===== src/hrm_pkg.sv =====
`default_nettype none

package hrm_pkg;

    localparam int DATA_W    = 32;
    localparam int REQ_W     = 2;
    localparam int AGE_W     = 10;
    localparam int CAP_W     = 9;
    localparam int DEPTH_DEF = 256;
    localparam int CAP_RESET = 256;

    typedef enum logic [REQ_W-1:0] {
        REQ_APPEND = 2'd0,
        REQ_READ   = 2'd1,
        REQ_MEAN   = 2'd2
    } req_t;

    typedef enum logic [2:0] {
        ST_IDLE,
        ST_RD_WAIT,
        ST_WALK,
        ST_DRAIN,
        ST_DIV_GO,
        ST_DIV_WAIT
    } state_t;

endpackage

`default_nettype wire


===== src/hrm_div.sv =====
`default_nettype none

// Restoring divider, one quotient bit per cycle, truncates toward zero.
module hrm_div
    import hrm_pkg::*;
#(
    parameter int SW = 41,
    parameter int CW = 9
) (
    input  wire logic                     clk,
    input  wire logic                     rst_n,
    input  wire logic                     start,
    input  wire logic signed [SW-1:0]     dividend,
    input  wire logic        [CW-1:0]     divisor,
    output logic                          done,
    output logic signed [DATA_W-1:0]      quotient
);

    localparam int NW = $clog2(SW + 1);

    logic              run_reg,  run_next;
    logic              done_reg, done_next;
    logic              neg_reg,  neg_next;
    logic [NW-1:0]     cnt_reg,  cnt_next;
    logic [CW-1:0]     rem_reg,  rem_next;
    logic [SW-1:0]     q_reg,    q_next;
    logic [CW-1:0]     dvs_reg,  dvs_next;

    logic [CW:0]       rem_sh;
    logic [CW+1:0]     diff;
    logic [SW-1:0]     q_signed;

    always_ff @(posedge clk or negedge rst_n)
    begin
        if (!rst_n)
        begin
            run_reg  <= 1'b0;
            done_reg <= 1'b0;
            neg_reg  <= 1'b0;
            cnt_reg  <= '0;
            rem_reg  <= '0;
            q_reg    <= '0;
            dvs_reg  <= '0;
        end
        else
        begin
            run_reg  <= run_next;
            done_reg <= done_next;
            neg_reg  <= neg_next;
            cnt_reg  <= cnt_next;
            rem_reg  <= rem_next;
            q_reg    <= q_next;
            dvs_reg  <= dvs_next;
        end
    end

    assign rem_sh = {rem_reg, q_reg[SW-1]};
    assign diff   = {1'b0, rem_sh} - {2'b00, dvs_reg};

    always_comb
    begin
        run_next  = run_reg;
        done_next = 1'b0;
        neg_next  = neg_reg;
        cnt_next  = cnt_reg;
        rem_next  = rem_reg;
        q_next    = q_reg;
        dvs_next  = dvs_reg;
        if (start)
        begin
            run_next = 1'b1;
            neg_next = dividend[SW-1];
            q_next   = dividend[SW-1] ? (~dividend + 1'b1) : dividend;
            rem_next = '0;
            cnt_next = NW'(SW);
            dvs_next = divisor;
        end
        else if (run_reg)
        begin
            // no borrow: divisor fits, take the subtraction
            if (!diff[CW+1])
            begin
                rem_next = diff[CW-1:0];
                q_next   = {q_reg[SW-2:0], 1'b1};
            end
            else
            begin
                rem_next = rem_sh[CW-1:0];
                q_next   = {q_reg[SW-2:0], 1'b0};
            end
            cnt_next = cnt_reg - 1'b1;
            if (cnt_reg == NW'(1))
            begin
                run_next  = 1'b0;
                done_next = 1'b1;
            end
        end
    end

    assign q_signed = neg_reg ? (~q_reg + 1'b1) : q_reg;
    assign quotient = q_signed[DATA_W-1:0];
    assign done     = done_reg;

endmodule

`default_nettype wire


===== config.mk =====
export PLATFORM = sky130hd
export DESIGN_NAME = hrm_div
export DESIGN_NICKNAME = d
export VERILOG_FILES = /design/src/hrm_pkg.sv /design/src/hrm_div.sv
export SDC_FILE = /design/constraint.sdc
export NUM_CORES = 1
export LEC_CHECK = 0
export BUFFER_PORTS_ARGS = -buffer_cell sky130_fd_sc_hd__buf_4
export CORE_MARGIN = 2
export CORE_UTILIZATION = 58
export CTS_CLUSTER_SIZE = 14
export DETAILED_ROUTE_END_ITERATION = 8
export PLACE_DENSITY = 0.82
export SLEW_MARGIN = 20
export SYNTH_ARGS = -nofsm -noshare
export SYNTH_HDL_FRONTEND = slang
export SYNTH_SLANG_ARGS = --single-unit
export TNS_END_PERCENT = 10

===== constraint.sdc =====
create_clock -name clk -period 2.8 [get_ports clk]
set_clock_uncertainty 0.1 [all_clocks]
set_input_delay 0.28 -clock clk [delete_from_list [all_inputs] [get_ports clk]]
set_output_delay 0.28 -clock clk [all_outputs]
set_load 0.03 [all_outputs]

After elaboration in Yosys (flattened, before gate mapping)
Index checks and enable logic that the tools add are counted.
W data, S select, Z words.

word-level totals
  register bits after elaboration = 68
  bits in latches = 0
  memory bits (writable) = 0
  bits in read-only memories = 0
  bits of input ports = 53
  word-level logic and storage cells = 31
  memories kept = 0

cells by class
  add/sub/neg operators = 4
  multiply operators = 0
  divide/modulo/power cells = 0
  magnitude comparators = 0
  equality and inequality tests = 1
  shifts and indexed selects = 0
  mux-type cells = 16
  bitwise logic cells = 2
  reductions and logical operators = 1

operators by type and width
  kind                     number
  $mux W41                 3
  $add A41 B1 Y41 const B  1
  $not A41 Y41             1
  $add A32 B1 Y32 const B  1
  $mux W32                 1
  $not A32 Y32             1
  $mux W9                  3
  $mux W6                  2
  $sub A10 B9 Y11          1
  $mux W1                  7
  $eq A6 B1 Y1 const B     1
  $sub A6 B1 Y6 const B    1
  $reduce_bool A2 Y1       1

Depth between registers and ports, before layout
  word-level depth = 4
  depth in mapped cells = 8
  depth with buffers taken out = 8

Least setup slack after synthesis
OpenSTA, ideal clock, no wires.

  kind = reg2out
  from = reg q_reg[13]
  to = out quotient[29]
  data arrival time = 2,066 ps
  setup slack = 354 ps
  cell stages (with the launch flop) = 6
  path buffers = 0
  cell sequence = dfrtp_1 or4_1 nor4_2 nand2_1 o31ai_1 xnor2_1

between the ends
  cells in the longest elaborated chain, start to end = 3

RTL lines
  item                      line            source
  start: declaration        hrm_div.sv:26   logic [SW-1:0] q_reg, q_next;
  start signal: assignment  hrm_div.sv:52   q_reg <= q_next;
  $not A32 Y32              hrm_div.sv:100  assign q_signed = neg_reg ? (~q_reg + 1'b1) : q_reg;
  $add A32 B1 Y32           hrm_div.sv:100
  $mux W32                  hrm_div.sv:100
  end: declaration          hrm_div.sv:16   output logic signed [DATA_W-1:0] quotient

Every way passes these cells.

Worst setup path in the final report
  from = reg q_reg[13]
  to = out quotient[22]

Same word-level chain as after synthesis.

==> flow_results.xml <==
<?xml version="1.0" encoding="UTF-8"?>
<metrics>
  <group name="global_routing">
    <metric name="global_route.overflow_total" unit="">0</metric>
    <metric name="grt_pass1_wl" unit="um">22500</metric>
    <metric name="antenna_found_initial" unit="">0</metric>
    <metric name="grt.total_usage" unit="%">28.2</metric>
    <metric name="largest_net_degree_at_the_start_of_global_routing" unit="">95</metric>
    <metric name="first_global_vias" unit="">4709</metric>
  </group>
  <group name="floorplanning">
    <metric name="core-area" unit="mm^2">0.00868</metric>
    <metric name="die_w" unit="um">98.6</metric>
    <metric name="rows" unit="">34</metric>
    <metric name="initial_utilization" unit="%">59.8</metric>
    <metric name="dieArea" unit="mm^2">0.00972</metric>
    <metric name="die_h" unit="um">98.6</metric>
    <metric name="num_io_pins" unit="">86</metric>
  </group>
  <group name="cts">
    <metric name="cts_sinks" unit="">68</metric>
    <metric name="cts_max_level" unit="">3</metric>
    <metric name="worst_setup_hold_path_clk_slew" unit="ns">0.08</metric>
    <metric name="number_of_buffers_created_by_cts" unit="">9</metric>
    <metric name="clk_path_buf_depth" unit="">2</metric>
    <metric name="worst_skew_pair.late_latency" unit="ns">0.35</metric>
    <metric name="cts_root_buffer" unit="">sky130_fd_sc_hd__clkbuf_8</metric>
    <metric name="cts_tree" unit="">built</metric>
  </group>
  <group name="layout">
    <metric name="syn2layout_area_growth" unit="%">22.8</metric>
    <metric name="final_cell_count_no_fill" unit="">809</metric>
    <metric name="num-fill-cells" unit="">671</metric>
    <metric name="antenna-diode-count" unit="">0</metric>
    <metric name="finish.net_count" unit="">763</metric>
    <metric name="share_of_layout_cells_above_drive_strength_1" unit="%">24.5</metric>
    <metric name="largest_register_ff_count" unit="">41</metric>
  </group>
  <group name="sta">
    <metric name="min_period_over_period" unit="%">103</metric>
    <metric name="peak_clock_frequency_supported_by_timing" unit="GHz">0.348</metric>
    <metric name="min_period" unit="ns">2.88</metric>
    <metric name="tightestPinTransition" unit="ns">0.874</metric>
    <metric name="final_report_setup_violation_count" unit="">10</metric>
    <metric name="timing_hold_violations_final" unit="">0</metric>
    <metric name="fin_ws" unit="ns">-0.0766</metric>
    <metric name="hold-worst-slack" unit="ns">0.0324</metric>
    <metric name="unrepaired_setup_endpoints_after_global_routing" unit="">yes</metric>
    <metric name="report.final.slew_viol_count" unit="">0</metric>
    <metric name="setup_total_negative_slack" unit="ns">-0.594</metric>
    <metric name="worst_slew_margin_rel" unit="%">41.7</metric>
  </group>
  <group name="logic_synthesis">
    <metric name="yosys_warnings" unit="">0</metric>
    <metric name="synth_sequential_area_ratio" unit="%">32.8</metric>
    <metric name="post_synth_most_frequent_cells" unit="">sky130_fd_sc_hd__dfrtp_1 (68), sky130_fd_sc_hd__nand2_1 (44), sky130_fd_sc_hd__a21oi_1 (39)</metric>
    <metric name="cell_count_after_synthesis" unit="">611</metric>
    <metric name="synth_edf_count" unit="">0</metric>
    <metric name="yosysTopAreaCell" unit="">sky130_fd_sc_hd__dfrtp_1</metric>
    <metric name="synth.top_cells.by_area" unit="">sky130_fd_sc_hd__dfrtp_1 (33%), sky130_fd_sc_hd__xnor2_1 (6.4%), sky130_fd_sc_hd__xor2_1 (5.1%)</metric>
    <metric name="synth_ff_type" unit="">sky130_fd_sc_hd__dfrtp_1</metric>
    <metric name="yosysTopAreaCellShare" unit="%">32.8</metric>
    <metric name="post_syn_nets" unit="">678</metric>
    <metric name="synth-seq-cells" unit="">68</metric>
    <metric name="synth.distinct_cells" unit="">58</metric>
    <metric name="syn_area_per_cell" unit="um^2">8.49</metric>
    <metric name="async_flop_share" unit="%">100</metric>
    <metric name="synthMostInstantiatedCell" unit="">sky130_fd_sc_hd__dfrtp_1</metric>
    <metric name="mappedNetlistArea" unit="mm^2">0.00519</metric>
  </group>
  <group name="critical_path">
    <metric name="path_max_fanout" unit="">5</metric>
    <metric name="crit_type" unit="">reg2out</metric>
    <metric name="worst-r2r-setup-slack" unit="ns">0.19</metric>
    <metric name="cp-start-kind" unit="">register</metric>
    <metric name="arrival" unit="ns">2.50</metric>
    <metric name="cp.required" unit="ns">2.42</metric>
    <metric name="worstSetupEndpointType" unit="">output pin</metric>
  </group>
  <group name="drt">
    <metric name="drt-pass1-iter-count" unit="">5</metric>
    <metric name="vias" unit="">5076</metric>
    <metric name="drt_drc_violations_left" unit="">0</metric>
    <metric name="drt-initial-drc-count" unit="">329</metric>
    <metric name="postRouteWirelength" unit="um">13900</metric>
    <metric name="antenna_left" unit="">0</metric>
    <metric name="drt-vias-per-instance" unit="">6.27</metric>
    <metric name="routed_wire_length_per_instance" unit="um">17.1</metric>
  </group>
  <group name="placed_design">
    <metric name="gp_routability_congestion" unit="">0.919</metric>
    <metric name="port_buffer_count" unit="">85</metric>
    <metric name="dpl.cell_count" unit="">783</metric>
    <metric name="hpwl" unit="um">9530</metric>
  </group>
  <group name="run_status">
    <metric name="status" unit="">finished with violations</metric>
    <metric name="violations_in_the_final_reports" unit="">setup timing</metric>
  </group>
  <group name="pwr">
    <metric name="power_density" unit="mW/mm^2">565</metric>
    <metric name="static-leakage-power" unit="uW">0.00262</metric>
    <metric name="ir_drop" unit="mV">0.289</metric>
  </group>
  <group name="flow_run">
    <metric name="drv_cap" unit="">0</metric>
  </group>
  <group name="worst_hold_path">
    <metric name="min_path_type" unit="">in2reg</metric>
  </group>
</metrics>
-- final timing paths --
path                                        startpoint                      to  depth (start not counted)
worst max-delay path             q_reg[13]$_DFFE_PN0P_            quotient[22]                          6
worst min-delay path                        divisor[6]  dvs_reg[6]$_DFFE_PN0P_                          3
worst max register to register   q_reg[40]$_DFFE_PN0P_  rem_reg[2]$_DFFE_PN0P_                          8
worst min register to register  cnt_reg[4]$_DFFE_PN0P_          done$_DFF_PN0_                          1
max in group asynchronous                        rst_n   q_reg[11]$_DFFE_PN0P_                          2
min in group asynchronous                        rst_n  rem_reg[5]$_DFFE_PN0P_                          2
-- cell families after synthesis --
family                     Yosys count  share of synthesized area [%]
AOI/OAI and AO/OA                  182                           23.9
xor gates and xnor gates            68                           11.5
adders and majority gates           14                           3.52
buffers and inverters               57                           4.22
DFF                                 68                           32.8
muxes                               12                           2.46
and+or+nand+nor                    210                           21.6
-- routing by layer --
metal / vias up / wire length (um) / track usage, %
met5: - / 0 / 0
met2: 215 / 6510 / 43.7
met4: 0 / 255 / 9.48
met3: 25 / 894 / 4.11
li1: 2416 / - / -
met1: 2420 / 6190 / 40.7
-- critical path: stages, from the launching register on --
cell                      delay [ns]
sky130_fd_sc_hd__dfrtp_1        0.43
sky130_fd_sc_hd__or4_4          0.59
sky130_fd_sc_hd__nor4_4         0.36
sky130_fd_sc_hd__nand2_2        0.22
sky130_fd_sc_hd__o31ai_4        0.23
sky130_fd_sc_hd__xnor2_1        0.14
sky130_fd_sc_hd__buf_4          0.18
-- where the power goes --
group / internal (uW) / switching, uW
sequential: 1120 / 156
combinational: 639 / 854
clock: 414 / 421
-- metrics by stage --
step	util [%]	power [uW]	cell area [um^2]	setup slack (ns)
2_1_floorplan	-	2230	5190	0.354
3_3_place_gp	68.4	2650	5940	0.173
3_5_place_dp	68.4	2690	5940	0.0716
4_1_cts	72.1	3550	6260	-0.0748
5_1_grt	73.4	3790	6370	-0.187
6_report	73.4	3600	6370	-0.0766
-- final cells by class --
class	instances	area [um^2]	area share (%)
sequential	68	1710	26.8
multi-input combinational	486	3420	53.7
tap	108	135	2.12
clock inverter	7	76.3	1.20
timing repair buffer	110	828	13.0
clock buffer	9	124	1.94
inverter	21	78.8	1.24
-- what timing repair did --
| action | CTS | global route |
|---|---|---|
| gates cloned | 0 | 0 |
| endpoints found under the hold margin | 68 | 0 |
| endpoints found under the setup margin | 19 | 22 |
| hold buffers | 1 | 0 |
| gates resized for setup | 21 | 18 |
| pin swaps | 2 | 5 |
| setup buffers | 2 | 7 |
-- layout by cell type (no fill, tap or decap), types with 4 or more instances in the layout --
cell | Yosys | final
sky130_fd_sc_hd__clkinvlp_4 | 0 | 5
sky130_fd_sc_hd__nor2b_1 | 31 | 31
sky130_fd_sc_hd__mux2i_1 | 6 | 6
sky130_fd_sc_hd__clkbuf_8 | 0 | 9
sky130_fd_sc_hd__o31ai_1 | 18 | 10
sky130_fd_sc_hd__nor3_1 | 19 | 18
sky130_fd_sc_hd__buf_4 | 1 | 109
sky130_fd_sc_hd__a311oi_1 | 6 | 6
sky130_fd_sc_hd__xnor2_1 | 38 | 38
sky130_fd_sc_hd__or3_1 | 8 | 8
sky130_fd_sc_hd__a21oi_1 | 39 | 39
sky130_fd_sc_hd__nor4_1 | 12 | 11
sky130_fd_sc_hd__dfrtp_1 | 68 | 64
sky130_fd_sc_hd__nor2_1 | 38 | 37
sky130_fd_sc_hd__ha_1 | 13 | 13
sky130_fd_sc_hd__nand3_1 | 13 | 13
sky130_fd_sc_hd__or2_2 | 4 | 4
sky130_fd_sc_hd__nand2b_1 | 16 | 16
sky130_fd_sc_hd__inv_1 | 21 | 21
sky130_fd_sc_hd__xor2_1 | 30 | 30
sky130_fd_sc_hd__nand2_1 | 44 | 39
sky130_fd_sc_hd__o21ai_0 | 33 | 27
sky130_fd_sc_hd__o41ai_1 | 17 | 15
sky130_fd_sc_hd__o31ai_2 | 0 | 7
sky130_fd_sc_hd__mux2_2 | 6 | 6
sky130_fd_sc_hd__dfrtp_2 | 0 | 4
sky130_fd_sc_hd__or4_4 | 2 | 6
sky130_fd_sc_hd__o21ai_1 | 0 | 5
sky130_fd_sc_hd__o22ai_1 | 6 | 6
sky130_fd_sc_hd__a211oi_1 | 32 | 32
sky130_fd_sc_hd__nand2_2 | 0 | 4
(Power assumes the default switching activity.)
